## config.mk

```make
export PLATFORM = sky130hd
export DESIGN_NAME = trimmed_window_mean_filter_core
export DESIGN_NICKNAME = d
export VERILOG_FILES = /design/src/hw/rtl/twm_pkg.sv /design/src/hw/rtl/twm_ram.sv /design/src/hw/rtl/twm_dp.sv /design/src/hw/rtl/twm_ctrl.sv /design/src/hw/rtl/trimmed_window_mean_filter_core.sv
export VERILOG_INCLUDE_DIRS = /design/src /design/src/hw/rtl
export SDC_FILE = /design/constraint.sdc
export NUM_CORES = 1
export LEC_CHECK = 0
export ABC_AREA = 1
export ABC_CLOCK_PERIOD_IN_PS = 6480
export BUFFER_PORTS_ARGS = -buffer_cell sky130_fd_sc_hd__buf_2
export CAP_MARGIN = 20
export CORE_UTILIZATION = 64
export DETAILED_ROUTE_END_ITERATION = 8
export PLACE_DENSITY = 0.81
export SLEW_MARGIN = 20
export SYNTH_ARGS = -nofsm -noshare
export SYNTH_HDL_FRONTEND = slang
export SYNTH_SLANG_ARGS = --single-unit
```

## constraint.sdc

```tcl
create_clock -name clk -period 6.48 [get_ports clk]
set_input_delay 0.972 -clock clk [delete_from_list [all_inputs] [get_ports clk]]
set_output_delay 0.972 -clock clk [all_outputs]
set_load 0.05 [all_outputs]
```

## src/hw/rtl/trimmed_window_mean_filter_core_macros.svh

```systemverilog
// Assertion macros shared by the trimmed window mean filter RTL.
`ifndef TRIMMED_WINDOW_MEAN_FILTER_CORE_MACROS_SVH
`define TRIMMED_WINDOW_MEAN_FILTER_CORE_MACROS_SVH

// The consequent must hold in the same cycle as the antecedent.
`define TWM_ASSERT_SAME(label, clk, rst, ante, cons, msg) \
  label: assert property (@(posedge clk) disable iff (rst) (ante) |-> (cons)) \
    else $error(msg);

// The consequent must hold in the cycle after the antecedent.
`define TWM_ASSERT_NEXT(label, clk, rst, ante, cons, msg) \
  label: assert property (@(posedge clk) disable iff (rst) (ante) |=> (cons)) \
    else $error(msg);

`endif

```

## src/hw/rtl/twm_pkg.sv

```systemverilog
// Shared constants, types and index helpers of the trimmed window mean filter.
`default_nettype none
package twm_pkg;

  localparam int SAMPLE_BITS = 16;
  localparam int HALF_MAX    = 15;
  localparam int STORE_DEPTH = 2 * HALF_MAX + 1;
  localparam int IDX_W       = $clog2(STORE_DEPTH);
  localparam int HALF_W      = $clog2(HALF_MAX + 1);
  localparam int POS_W       = 16;
  localparam int WLEN_W      = 5;
  localparam int LIMIT_W     = 16;
  localparam int CNT_W       = $clog2(STORE_DEPTH + 1);
  localparam int SUM_W       = SAMPLE_BITS + CNT_W + 1;
  localparam int NUM_W       = SUM_W;
  localparam int DEN_W       = CNT_W + 1;
  localparam int DCNT_W      = $clog2(NUM_W + 1);
  localparam int CFG_IDX_W   = 2;
  localparam int CFG_DATA_W  = 16;

  localparam logic [CFG_IDX_W-1:0] REG_WINDOW_LENGTH = 2'd0;
  localparam logic [CFG_IDX_W-1:0] REG_INVALID_LIMIT = 2'd1;
  localparam logic [CFG_IDX_W-1:0] REG_RECORD_LENGTH = 2'd2;

  localparam logic [WLEN_W-1:0]  WLEN_RESET  = 5'd5;
  localparam logic [LIMIT_W-1:0] LIMIT_RESET = 16'd32768;
  localparam logic [POS_W-1:0]   RLEN_RESET  = 16'd1024;

  // Commands from the controller to the datapath.
  typedef struct packed {
    logic accept;
    logic setup;
    logic scan;
    logic prep;
    logic div_step;
    logic emit;
  } twm_cmd_t;

  // Status from the datapath to the controller.
  typedef struct packed {
    logic has_output;
    logic scan_last;
    logic div_last;
    logic out_free;
    logic last_q;
  } twm_stat_t;

  // Circular index minus a small offset, modulo the store depth.
  function automatic logic [IDX_W-1:0] idx_sub(input logic [IDX_W-1:0] a,
                                               input logic [HALF_W-1:0] b);
    logic [IDX_W:0] ax;
    logic [IDX_W:0] bx;
    logic [IDX_W:0] r;
    ax = {1'b0, a};
    bx = (IDX_W + 1)'(b);
    if (ax >= bx) r = ax - bx;
    else r = ax + (IDX_W + 1)'(STORE_DEPTH) - bx;
    return r[IDX_W-1:0];
  endfunction

  // Circular index plus one, modulo the store depth.
  function automatic logic [IDX_W-1:0] idx_inc(input logic [IDX_W-1:0] a);
    if (a == IDX_W'(STORE_DEPTH - 1)) return '0;
    return a + 1'b1;
  endfunction

endpackage
`default_nettype wire

```

## src/hw/rtl/twm_ram.sv

```systemverilog
// Generic simple dual-port RAM with registered read data.
`default_nettype none
module twm_ram #(
  parameter int WIDTH = 16,
  parameter int DEPTH = 32
) (
  input  wire logic                     clk,
  input  wire logic                     wr_en,
  input  wire logic [$clog2(DEPTH)-1:0] wr_addr,
  input  wire logic [WIDTH-1:0]         wr_data,
  input  wire logic                     rd_en,
  input  wire logic [$clog2(DEPTH)-1:0] rd_addr,
  output logic      [WIDTH-1:0]         rd_data
);

  logic [WIDTH-1:0] mem [DEPTH];

  always_ff @(posedge clk) begin
    if (wr_en) begin
      mem[wr_addr] <= wr_data;
    end
    if (rd_en) begin
      rd_data <= mem[rd_addr];
    end
  end

endmodule
`default_nettype wire

```

## src/hw/rtl/twm_dp.sv

```systemverilog
// Datapath: configuration, sample store, window scan, serial divider, output register.
`default_nettype none
module twm_dp (
  input  wire logic                                 clk,
  input  wire logic                                 rst,
  input  wire logic                                 cfg_we,
  input  wire logic [twm_pkg::CFG_IDX_W-1:0]        cfg_index,
  input  wire logic [twm_pkg::CFG_DATA_W-1:0]       cfg_data,
  input  wire logic signed [twm_pkg::SAMPLE_BITS-1:0] sample,
  input  wire logic                                 out_ready,
  input  wire twm_pkg::twm_cmd_t                    cmd,
  output twm_pkg::twm_stat_t                        stat,
  output logic                                      out_valid,
  output logic signed [twm_pkg::SAMPLE_BITS-1:0]    filtered,
  output logic [twm_pkg::POS_W-1:0]                 position,
  output logic                                      record_end,
  output logic                                      run_end
);
  import twm_pkg::*;

  // Configuration registers.
  logic [WLEN_W-1:0]  wlen;
  logic [LIMIT_W-1:0] ilimit;
  logic [POS_W-1:0]   rlen;

  // Record position of the next sample and its store index.
  logic [POS_W-1:0] sample_count;
  logic [IDX_W-1:0] p_mod;

  // Output sequencing.
  logic [POS_W-1:0] q;
  logic [IDX_W-1:0] q_mod;
  logic [POS_W-1:0] q_last;
  logic [POS_W-1:0] end_last;
  logic             flush_r;

  // Window scan.
  logic [POS_W-1:0] t;
  logic [IDX_W-1:0] t_mod;
  logic [POS_W-1:0] hi;
  logic             rd_valid_d;
  logic             rd_centre_d;
  logic [SAMPLE_BITS-1:0] rd_data;

  // Accumulators.
  logic signed [SUM_W-1:0]       sum;
  logic [CNT_W-1:0]              cnt;
  logic signed [SAMPLE_BITS-1:0] mn;
  logic signed [SAMPLE_BITS-1:0] mx;
  logic signed [SAMPLE_BITS-1:0] centre;

  // Divider.
  logic [NUM_W-1:0]  dnum;
  logic [DEN_W-1:0]  dden;
  logic [DEN_W-1:0]  drem;
  logic [DCNT_W-1:0] dcnt;
  logic              neg;
  logic              use_mean;

  // Effective settings.
  logic [POS_W-1:0]  n_eff;
  logic [WLEN_W-1:0] len_eff;
  logic [WLEN_W-1:0] h_raw;
  logic [HALF_W-1:0] h;
  logic              enabled;

  always_comb begin
    n_eff   = (rlen == '0) ? POS_W'(1) : rlen;
    len_eff = (wlen == '0) ? WLEN_W'(1) : wlen;
    h_raw   = (len_eff - 1'b1) >> 1;
    h       = (h_raw > WLEN_W'(HALF_MAX)) ? HALF_W'(HALF_MAX) : h_raw[HALF_W-1:0];
    enabled = n_eff > POS_W'({len_eff - 1'b1, 1'b0});
  end

  // Item arrival decode.
  logic             flush;
  logic [HALF_W-1:0] d0;
  logic [POS_W-1:0]  q_first;

  always_comb begin
    flush   = ({1'b0, sample_count} + 1'b1) >= {1'b0, n_eff};
    d0      = (sample_count >= POS_W'(h)) ? h : sample_count[HALF_W-1:0];
    q_first = sample_count - POS_W'(d0);
  end

  // Window bounds for the current output position.
  logic [HALF_W-1:0] d1;
  logic [POS_W:0]    qh;

  always_comb begin
    d1 = (q >= POS_W'(h)) ? h : q[HALF_W-1:0];
    qh = {1'b0, q} + (POS_W + 1)'(h);
  end

  // Sample classification of the word coming out of the store.
  logic signed [SAMPLE_BITS-1:0] v;
  logic [SAMPLE_BITS:0]          vext;
  logic [SAMPLE_BITS:0]          vmag;
  logic                          v_ok;

  always_comb begin
    v    = signed'(rd_data);
    vext = {rd_data[SAMPLE_BITS-1], rd_data};
    vmag = rd_data[SAMPLE_BITS-1] ? (~vext + 1'b1) : vext;
    v_ok = vmag < (SAMPLE_BITS + 1)'(ilimit);
  end

  // Divider setup terms.
  logic signed [SUM_W-1:0] trimmed;
  logic [SUM_W-1:0]        tmag;
  logic [CNT_W-1:0]        dsub;

  always_comb begin
    trimmed = sum - SUM_W'(mn) - SUM_W'(mx);
    tmag    = trimmed[SUM_W-1] ? (~trimmed + 1'b1) : trimmed;
    dsub    = cnt - CNT_W'(2);
  end

  // One restoring division step.
  logic [DEN_W:0] rem_sh;
  logic           rem_ge;

  always_comb begin
    rem_sh = {drem, dnum[NUM_W-1]};
    rem_ge = rem_sh >= {1'b0, dden};
  end

  // Rounded quotient with sign restored.
  logic [NUM_W-1:0] qsigned;

  always_comb begin
    qsigned = neg ? (~dnum + 1'b1) : dnum;
  end

  always_comb begin
    stat.has_output = flush || (sample_count >= POS_W'(h));
    stat.scan_last  = (t == hi);
    stat.div_last   = (dcnt == DCNT_W'(1));
    stat.out_free   = !out_valid || out_ready;
    stat.last_q     = (q == q_last);
  end

  twm_ram #(
    .WIDTH (SAMPLE_BITS),
    .DEPTH (STORE_DEPTH)
  ) u_store (
    .clk     (clk),
    .wr_en   (cmd.accept),
    .wr_addr (p_mod),
    .wr_data (sample),
    .rd_en   (cmd.scan),
    .rd_addr (t_mod),
    .rd_data (rd_data)
  );

  // Control registers with reset.
  always_ff @(posedge clk) begin
    if (rst) begin
      wlen         <= WLEN_RESET;
      ilimit       <= LIMIT_RESET;
      rlen         <= RLEN_RESET;
      sample_count <= '0;
      p_mod        <= '0;
      out_valid    <= 1'b0;
      rd_valid_d   <= 1'b0;
    end else begin
      if (cfg_we) begin
        unique case (cfg_index)
          REG_WINDOW_LENGTH: wlen   <= cfg_data[WLEN_W-1:0];
          REG_INVALID_LIMIT: ilimit <= cfg_data[LIMIT_W-1:0];
          REG_RECORD_LENGTH: rlen   <= cfg_data[POS_W-1:0];
          default: ;
        endcase
      end
      if (cmd.accept) begin
        sample_count <= flush ? '0 : sample_count + 1'b1;
        p_mod        <= flush ? '0 : idx_inc(p_mod);
      end
      rd_valid_d <= cmd.scan;
      if (cmd.emit) begin
        out_valid <= 1'b1;
      end else if (out_ready) begin
        out_valid <= 1'b0;
      end
    end
  end

  // Payload registers.
  always_ff @(posedge clk) begin
    if (cmd.accept) begin
      q        <= q_first;
      q_mod    <= idx_sub(p_mod, d0);
      q_last   <= flush ? sample_count : q_first;
      end_last <= flush ? sample_count : n_eff - 1'b1;
      flush_r  <= flush;
    end

    if (cmd.setup) begin
      t     <= q - POS_W'(d1);
      t_mod <= idx_sub(q_mod, d1);
      hi    <= (qh > {1'b0, end_last}) ? end_last : qh[POS_W-1:0];
      sum   <= '0;
      cnt   <= '0;
    end else if (rd_valid_d && v_ok) begin
      if (cnt == '0 || v < mn) mn <= v;
      if (cnt == '0 || v > mx) mx <= v;
      sum <= sum + SUM_W'(v);
      cnt <= cnt + 1'b1;
    end

    if (cmd.scan) begin
      t           <= t + 1'b1;
      t_mod       <= idx_inc(t_mod);
      rd_centre_d <= (t == q);
    end

    if (rd_valid_d && rd_centre_d) begin
      centre <= v;
    end

    if (cmd.prep) begin
      neg      <= trimmed[SUM_W-1];
      dnum     <= {tmag[SUM_W-2:0], 1'b0} + NUM_W'(dsub);
      dden     <= {dsub, 1'b0};
      drem     <= '0;
      dcnt     <= DCNT_W'(NUM_W);
      use_mean <= enabled && (cnt > CNT_W'(2));
    end

    if (cmd.div_step) begin
      dnum <= {dnum[NUM_W-2:0], rem_ge};
      drem <= rem_ge ? DEN_W'(rem_sh - {1'b0, dden}) : rem_sh[DEN_W-1:0];
      dcnt <= dcnt - 1'b1;
    end

    if (cmd.emit) begin
      filtered   <= use_mean ? signed'(qsigned[SAMPLE_BITS-1:0]) : centre;
      position   <= q;
      record_end <= flush_r && (q == q_last);
      run_end    <= (q == q_last);
      q          <= q + 1'b1;
      q_mod      <= idx_inc(q_mod);
    end
  end

endmodule
`default_nettype wire

```

## src/hw/rtl/twm_ctrl.sv

```systemverilog
// Controller state machine sequencing window scan, divide and output hand-off.
`default_nettype none
module twm_ctrl (
  input  wire logic               clk,
  input  wire logic               rst,
  input  wire logic               in_valid,
  output logic                    in_ready,
  input  wire twm_pkg::twm_stat_t stat,
  output twm_pkg::twm_cmd_t       cmd
);
  import twm_pkg::*;

  typedef enum logic [2:0] {
    S_IDLE,
    S_SETUP,
    S_SCAN,
    S_SETTLE,
    S_PREP,
    S_DIV,
    S_EMIT
  } state_t;

  state_t state;

  always_ff @(posedge clk) begin
    if (rst) begin
      state <= S_IDLE;
    end else begin
      unique case (state)
        S_IDLE: begin
          if (in_valid && stat.has_output) state <= S_SETUP;
        end
        S_SETUP:  state <= S_SCAN;
        S_SCAN: begin
          if (stat.scan_last) state <= S_SETTLE;
        end
        S_SETTLE: state <= S_PREP;
        S_PREP:   state <= S_DIV;
        S_DIV: begin
          if (stat.div_last) state <= S_EMIT;
        end
        S_EMIT: begin
          if (stat.out_free) state <= stat.last_q ? S_IDLE : S_SETUP;
        end
        default: state <= S_IDLE;
      endcase
    end
  end

  always_comb begin
    in_ready     = (state == S_IDLE);
    cmd.accept   = in_ready && in_valid;
    cmd.setup    = (state == S_SETUP);
    cmd.scan     = (state == S_SCAN);
    cmd.prep     = (state == S_PREP);
    cmd.div_step = (state == S_DIV);
    cmd.emit     = (state == S_EMIT) && stat.out_free;
  end

endmodule
`default_nettype wire

```

## src/hw/rtl/trimmed_window_mean_filter_core.sv

```systemverilog
// Top level of the trimmed window mean filter: controller, datapath and checks.
//
// Usage: samples enter one item at a time on the in_valid/in_ready channel;
// results leave on the out_valid/out_ready channel with filtered, position,
// record_end and run_end. Configuration is written through cfg_we, cfg_index
// and cfg_data (window length, invalid limit, record length) while idle.
// Each sample is stored in a 31-entry circular RAM. Once the window around a
// position is complete, the controller scans it through the RAM read port, one
// sample per cycle, then a restoring divider produces one quotient bit per
// cycle. The scan covers at most 2*h+1 samples. An item that yields no result
// leaves the block ready for the next item. The last sample of a record
// produces up to h+1 results back to back. in_ready is high only while no
// result of the previous item is still being computed; a finished result
// waits in the output register, and the next item is accepted meanwhile.
// When the receiver stalls, the block holds the result and waits before
// loading the next one. Reset clears the registers to their defaults,
// empties the output register and starts a new record at position 0.
`default_nettype none
`include "trimmed_window_mean_filter_core_macros.svh"
module trimmed_window_mean_filter_core (
  input  wire logic                                   clk,
  input  wire logic                                   rst,
  input  wire logic                                   cfg_we,
  input  wire logic [twm_pkg::CFG_IDX_W-1:0]          cfg_index,
  input  wire logic [twm_pkg::CFG_DATA_W-1:0]         cfg_data,
  input  wire logic                                   in_valid,
  output logic                                        in_ready,
  input  wire logic signed [twm_pkg::SAMPLE_BITS-1:0] sample,
  output logic                                        out_valid,
  input  wire logic                                   out_ready,
  output logic signed [twm_pkg::SAMPLE_BITS-1:0]      filtered,
  output logic [twm_pkg::POS_W-1:0]                   position,
  output logic                                        record_end,
  output logic                                        run_end
);
  import twm_pkg::*;

  twm_cmd_t  cmd;
  twm_stat_t stat;

  // The controller only sequences; all arithmetic and storage sit in the datapath.
  twm_ctrl u_ctrl (
    .clk      (clk),
    .rst      (rst),
    .in_valid (in_valid),
    .in_ready (in_ready),
    .stat     (stat),
    .cmd      (cmd)
  );

  twm_dp u_dp (
    .clk        (clk),
    .rst        (rst),
    .cfg_we     (cfg_we),
    .cfg_index  (cfg_index),
    .cfg_data   (cfg_data),
    .sample     (sample),
    .out_ready  (out_ready),
    .cmd        (cmd),
    .stat       (stat),
    .out_valid  (out_valid),
    .filtered   (filtered),
    .position   (position),
    .record_end (record_end),
    .run_end    (run_end)
  );

  // The controller never issues two datapath commands in the same cycle.
  `TWM_ASSERT_SAME(a_one_cmd, clk, rst, 1'b1, $onehot0(cmd), "overlapping datapath commands")
  // A result is only loaded when the output register is free.
  `TWM_ASSERT_SAME(a_emit_free, clk, rst, cmd.emit, stat.out_free, "result loaded over a held one")
  // An item that yields no result leaves the block ready for the next one.
  `TWM_ASSERT_NEXT(a_quiet_item, clk, rst, cmd.accept && !stat.has_output, in_ready,
                   "block busy after an item without result")
  // An item that yields results blocks input until they are computed.
  `TWM_ASSERT_NEXT(a_busy_item, clk, rst, cmd.accept && stat.has_output, !in_ready,
                   "block ready while results are pending")

endmodule
`default_nettype wire
```

=== Word-level counts from Yosys, hierarchy flattened ===
Memory sizes are Yosys's and may differ from the RTL's. A register that Yosys moved wholly into a read port is not among the register bits.
Index checks and enable logic that the tools add are counted.
W data, S select, Z words.

* Input bits: 39
* Output and inout bits: 36
* Bits in registers: 304
* Memories: 1
* Bits in writable memories: 496

* Equal/unequal tests: 19
* Bitwise logic cells: 4
* Add/sub/neg operators: 29
* Multiplexer cells: 54
* Order comparisons: 13
* Reduce and logical (&&, ||, !) cells: 27

{| class="wikitable"
|+ Memories
! memory !! words !! bits a word !! read ports !! clocked after memory_dff !! write ports !! line !! text
|-
| u_dp.u_store.mem || 31 || 16 || 1 || 1 || 1 || twm_ram.sv:16 || <nowiki>logic [WIDTH-1:0] mem [DEPTH];</nowiki>
|}

{| class="wikitable"
|+ Operators by type and width
! operator !! count
|-
| $mux W16 || 11
|-
| $mux W5 || 16
|-
| $add A16 B1 Y16 const B || 4
|-
| $eq A16 B16 Y1 || 3
|-
| $mux W22 || 2
|-
| $sub A22 B16 Y22 || 2
|-
| $ge A16 B4 Y1 || 2
|-
| $sub A16 B4 Y16 || 2
|-
| $add A22 B16 Y22 || 1
|-
| $add A22 B5 Y22 || 1
|-
| $add A21 B1 Y21 const B || 1
|-
| $mux W21 || 1
|-
| $not A21 Y21 || 1
|-
| $pmux W3 S7 || 1
|-
| $add A5 B1 Y5 const B || 4
|-
| $sub A5 B4 Y5 || 4
|-
| $mux W6 || 3
|-
| $add A16 B1 Y17 const B || 1
|-
| $add A16 B4 Y17 || 1
|-
| $add A17 B1 Y17 const B || 1
|-
| $ge A17 B16 Y1 || 1
|-
| $gt A17 B16 Y1 || 1
|-
| $lt A17 B16 Y1 || 1
|-
| $mux W17 || 1
|-
| 38 further kinds || 80
|}

=== Logic depth before layout (Yosys ltp) ===
* Depth in word-level cells: 11
* Gate-level depth with buffers: 32

=== By module ===
A second synthesis with hierarchy kept.

* Cell total of the unflattened synthesis: 4536
* Area total of the unflattened synthesis: 43153.9 sq um

{| class="wikitable"
|+ By module, submodules not included
! module !! cells an instance !! times used !! sequential area each (sq um) !! area each (sq um)
|-
| twm_dp || 2761 || 1 || 8167.8 || 22182.5
|-
| twm_ram || 1725 || 1 || 15374.7 || 20683.6
|-
| twm_ctrl || 50 || 1 || 60.1 || 287.8
|}

=== Worst setup path after synthesis ===
OpenSTA, ideal clock, no wires.

* Path type: reg2reg
* Start: reg u_dp.u_store.rd_data[1], read port of u_dp.u_store.mem
* End: reg u_dp.mn[0], enable pin
* Slack: 1923 ps
* Path buffers: 1
* Stages on the path, launching flop included: 19
* Arrival time: 4163 ps
* Setup time: 394 ps
* Cell sequence: edfxtp_1 > inv_1 > ha_1 > inv_1 > nor3_1 > nand2_1 > nor3_1 > nand3_1 > o21ai_0 > xnor2_1 > ha_1 > a21o_1 > a221o_1 > a21oi_1 > nand3_1 > inv_1 > clkbuf_1 > nand2_1 > a21oi_1

* Cells in the longest elaborated chain, start to end: 6

{| class="wikitable"
|+ Ends and longest elaborated chain
! item !! line !! text
|-
| start, declared || twm_ram.sv:13 || <nowiki>output logic [WIDTH-1:0] rd_data</nowiki>
|-
| $not A17 Y17 || twm_dp.sv:104 || <nowiki>vmag = rd_data[SAMPLE_BITS-1] ? (~vext + 1'b1) : vext;</nowiki>
|-
| $add A17 B1 Y17 || twm_dp.sv:104 ||
|-
| $mux W17 || twm_dp.sv:104 ||
|-
| $lt A17 B16 Y1 || twm_dp.sv:105 || <nowiki>v_ok = vmag < (SAMPLE_BITS + 1)'(ilimit);</nowiki>
|-
| $logic_and A1 B1 Y1 || twm_dp.sv:204 || <nowiki>end else if (rd_valid_d && v_ok) begin</nowiki>
|-
| $reduce_and A3 Y1 (no source line) (*) || -- ||
|-
| end signal, assigned || twm_dp.sv:205 || <nowiki>if (cnt == '0 || v < mn) mn <= v;</nowiki>
|-
| end, declared || twm_dp.sv:48 || <nowiki>logic signed [SAMPLE_BITS-1:0] mn;</nowiki>
|}

Mark *: on every way between the ends. The rest lies on a longest branch, timed or not.
A chain may end at the register's enable or synchronous reset.

=== Worst setup path after layout ===
* Start: reg u_dp.wlen[2]
* End: reg u_dp.hi[11] (data pin)

* Cells in the longest elaborated chain, start to end: 8

{| class="wikitable"
|+ Ends and longest elaborated chain
! item !! line !! text
|-
| start, declared || twm_dp.sv:22 || <nowiki>logic [WLEN_W-1:0] wlen;</nowiki>
|-
| start signal, assigned || twm_dp.sv:169 || <nowiki>REG_WINDOW_LENGTH: wlen <= cfg_data[WLEN_W-1:0];</nowiki>
|-
| $logic_not A5 Y1 || twm_dp.sv:69 || <nowiki>len_eff = (wlen == '0) ? WLEN_W'(1) : wlen;</nowiki>
|-
| $mux W5 (*) || twm_dp.sv:69 ||
|-
| $sub A5 B1 Y5 (*) || twm_dp.sv:70 || <nowiki>h_raw = (len_eff - 1'b1) >> 1;</nowiki>
|-
| $gt A4 B4 Y1 || twm_dp.sv:71 || <nowiki>h = (h_raw > WLEN_W'(HALF_MAX)) ? HALF_W'(HALF_MAX) : h_raw[HALF_W-1:0];</nowiki>
|-
| $mux W4 (*) || twm_dp.sv:71 ||
|-
| $add A16 B4 Y17 (*) || twm_dp.sv:92 || <nowiki>qh = {1'b0, q} + (POS_W + 1)'(h);</nowiki>
|-
| $gt A17 B16 Y1 || twm_dp.sv:201 || <nowiki>hi <= (qh > {1'b0, end_last}) ? end_last : qh[POS_W-1:0];</nowiki>
|-
| $mux W16 (*) || twm_dp.sv:201 ||
|-
| end signal, assigned || twm_dp.sv:201 ||
|-
| end, declared || twm_dp.sv:40 || <nowiki>logic [POS_W-1:0] hi;</nowiki>
|}

Marks and branches as above.

==> run metrics <==
via count=roughly 32000; Logic pwr share=a little over two fifths; Syn Std Cell Area=about 42000 µm²; H-Tree Depth=3; clk sinks=816; clock skew=approximately 30 ps; Max transition margin=about 16%; pin count of the biggest net entering global routing=between 200 and 250; Reg-to-Reg End=u_dp.hi[11]; Worst EP required=just under 7000 ps; post-cts resize count=0; Worst Max-Slew Pin Slew=around 1300 ps; port bufs=between 70 and 80; TritonRoute pass-1 iters=6; flops & latches, synth=816; Reg2Reg Depth=25; Slew Viols, Final=0; Max Buffers Root-to-Sink=3; Post-Syn Nets=roughly 4500; layout cell share with drive strength beyond 1=between 8 and 9%; gpl congestion=0.927; maximum clock frequency=roughly 0.19 GHz; P_leak=0.0178 µW; library cells used by synthesis=between 60 and 70; cell-internal power=~12000 µW; crit path kind=flip-flop to flip-flop; final routed DRC violation total=0; initial drt markers=roughly 4000; r2r setup slk=1140 ps; RSZ-0062 raised after global routing=no; die width=259 µm; Tcrit/Tclk final=between 80 and 90%; part of the power in the clock network=roughly 22%; CP Capture Type=flip-flop; P per Cell Area=approximately 470 nW/µm²; antenna violations before repair=4; status=finished, final reports clean; Post-Route Setup TNS=0 ps; most common cell after layout, fill and taps aside=nand2_1; HP Class=flip-flop to flip-flop; EDFF count, synth=~730; Initial Util=around two thirds; vias in the first global route=30200; switching part of the total power=42.0%; Worst Setup EP=u_dp.hi[11]; Net Switching=roughly 9000 µW; vias per cell=just over 6; register area share after synthesis=approximately 56%; total gr overflow=0; clock buffer count from CTS=83; Most used DFF post-synth=edfxtp_1; CTS tree=done; sequential power share=between 30 and 40%; first-pass GRT wire length=about 160000 µm; Max VDD drop=between 0.3 and 0.4 mV; Area Growth Syn to Fin=9.19%; CP Launch Point=u_dp.wlen[2]; hold buffers post-CTS=0; die footprint=approximately 67000 µm²; routed wire length=roughly 110000 µm; fin crit period=between 5000 and 6000 ps; post-DP HPWL=between 60000 and 70000 µm; Worst Path Arrival=about 5800 ps; postcts setup bufs=0; max-cap violations=0; # IOs=75; Critical Path Start Type=flip-flop; Placeable Area=roughly 65000 µm²; Hold Fails Final Rpt=0; antenna-violating nets left=0; Die H=~260 µm; synthesized area per cell=9.87 µm²; critical path peak fanout=32; post-synthesis cell count=4283; detailed-route wire length per cell=between 20 and 25 µm; r2r startpoint=u_dp.wlen[2]; Post-layout nets=roughly 4600; setup violation total in the final timing report=0; most frequent cells in the layout=nand2_1, edfxtp_1, o21ai_0, nor2_1, inv_1; Worst-Skew Late Latency=660 ps; diode count=0; clock root buffer=clkbuf_16; Final Power=approximately 22000 µW; Synth async-reset ratio=0%; total track usage=between 30% and 40%; Clock Pin Slew Worst Setup and Hold Paths=~60 ps; num rows=a little over 90; Yosys warnings=0
-- power groups by stage --
stage | sequential, µW | combinational [µW] | clock, µW
6_report | 7330 | 9410 | 4800
3_5_place_dp | 7410 | 9200 | 0
4_1_cts | 7310 | 9290 | 4820
5_1_grt | 7380 | 10500 | 5000
2_1_floorplan | 7110 | 7080 | 0
3_3_place_gp | 7400 | 8960 | 0
-- metal layers --
| metal | track usage, % | vias to the layer above | wire length (µm) |
|---|---|---|---|
| met1 | 42.9 | 14800 | 42400 |
| met2 | 49.5 | 1600 | 48800 |
| li1 | - | 14900 | - |
| met5 | 0 | - | 52 |
| met3 | 5.04 | 298 | 9710 |
| met4 | 13.6 | 8 | 4190 |
-- critical path, cell delays in order, from the launching register on --
cell	delay, ps
dfxtp_1	330
inv_1	90
nand3_1	120
o31ai_1	220
inv_1	100
ha_1	220
xnor2_1	140
buf_4	180
inv_1	70
ha_1	290
a21oi_1	70
o21bai_1	230
a21oi_1	170
nor3_1	410
nand2_1	160
nor2_1	180
nand3_1	110
xor2_1	150
inv_1	80
ha_1	310
nand3_1	120
nor2_1	170
nand3_1	90
o211ai_1	170
nand2_1	540
o21ai_0	430
-- stage by stage --
step	cells	hold WS (ps)	utilization [%]	worst slack, ps	cell area [µm²]
2_1_floorplan	4283	421	-	1920	42300
3_3_place_gp	5086	452	67.0	1430	43400
3_5_place_dp	5086	457	67.0	1250	43400
4_1_cts	5235	466	71.2	1210	46200
5_1_grt	5235	489	71.2	524	46200
6_report	5235	467	71.2	1140	46200
-- cells in the mapped netlist, types with 5 or more instances --
cell        n  share of area [%]
a211oi_1    7               0.12
a21oi_1   189                2.2
a31oi_1    12               0.18
buf_1       8              0.071
buf_2      13               0.15
clkbuf_1  149                1.3
dfxtp_1    90                4.3
edfxtp_1  726                 52
fa_1       28                1.3
ha_1      187                5.5
inv_1     391                3.5
inv_2      24               0.21
nand2_1   767                6.8
nand2_2    17               0.25
nand2_4     7               0.19
nand3_1   197                2.3
nand3_2    10               0.24
nand3b_1    9               0.16
nand4_1    63               0.93
nor2_1    436                3.9
nor2_2     11               0.16
nor2_4     10               0.27
nor3_1     54               0.64
nor4_1     15               0.22
o211ai_1   30               0.53
o21a_1      8               0.14
o21ai_0   435                5.1
o21ai_1     9               0.11
o21bai_1    5              0.089
o221ai_1   55                1.1
o22ai_1    65               0.96
or2_2      11               0.16
xnor2_1    62                1.3
xor2_1    125                2.6
-- sequential cells by signal, summed over array words and instances (netlist names), 6 cells and up --
signal and count:
u_dp.u_store.mem 496, u_dp.t 16, u_dp.rlen 16, u_dp.sum 22, u_dp.filtered 16, u_dp.hi 16
u_dp.q_last 16, u_dp.end_last 16, u_dp.dnum 22, u_dp.centre 16, u_dp.ilimit 16, u_dp.q 16
u_dp.mn 16, u_dp.position 16, u_dp.drem 6, u_dp.u_store.rd_data 16, u_dp.sample_count 16, u_dp.mx 16
-- final cells by class --
cell class	instances	area, µm²
clock inverters	47	559
flip-flops and latches	816	23600
repair buffers	128	788
inverters	419	1580
clock buffers	102	2170
multi-input cells	2868	16400
fillers	4489	18600
well taps	855	1070
-- kinds of logic (layout without fill, tap and decap cells) --
family,after synthesis,count (layout),synth area share [%]
flip-flops,816,816,55.8
multiplexers,2,2,0.0474
adder cells (fa/ha/maj),215,215,6.86
AO/OA/AOI/OAI,842,842,11.2
AND/OR/NAND/NOR,1621,1621,16.6
XOR/XNOR,188,188,3.94
buffers and inverters,599,696,5.50
-- how the worst min path moves through the flow --
stage / from / endpoint / slack (ps) / cells after the start
final: u_dp.ilimit[6] / u_dp.ilimit[6] / 470 / 2
after global routing: u_dp.ilimit[1] / u_dp.ilimit[1] / 490 / 2
after detailed placement: u_dp.ilimit[5] / u_dp.ilimit[5] / 460 / 2
after CTS: u_dp.ilimit[5] / u_dp.ilimit[5] / 470 / 2
after global placement: u_dp.ilimit[5] / u_dp.ilimit[5] / 450 / 2
after floorplan: u_dp.q[10] / u_dp.position[10] / 420 / 0
No activity file was read; power rests on OpenSTA's default activity.
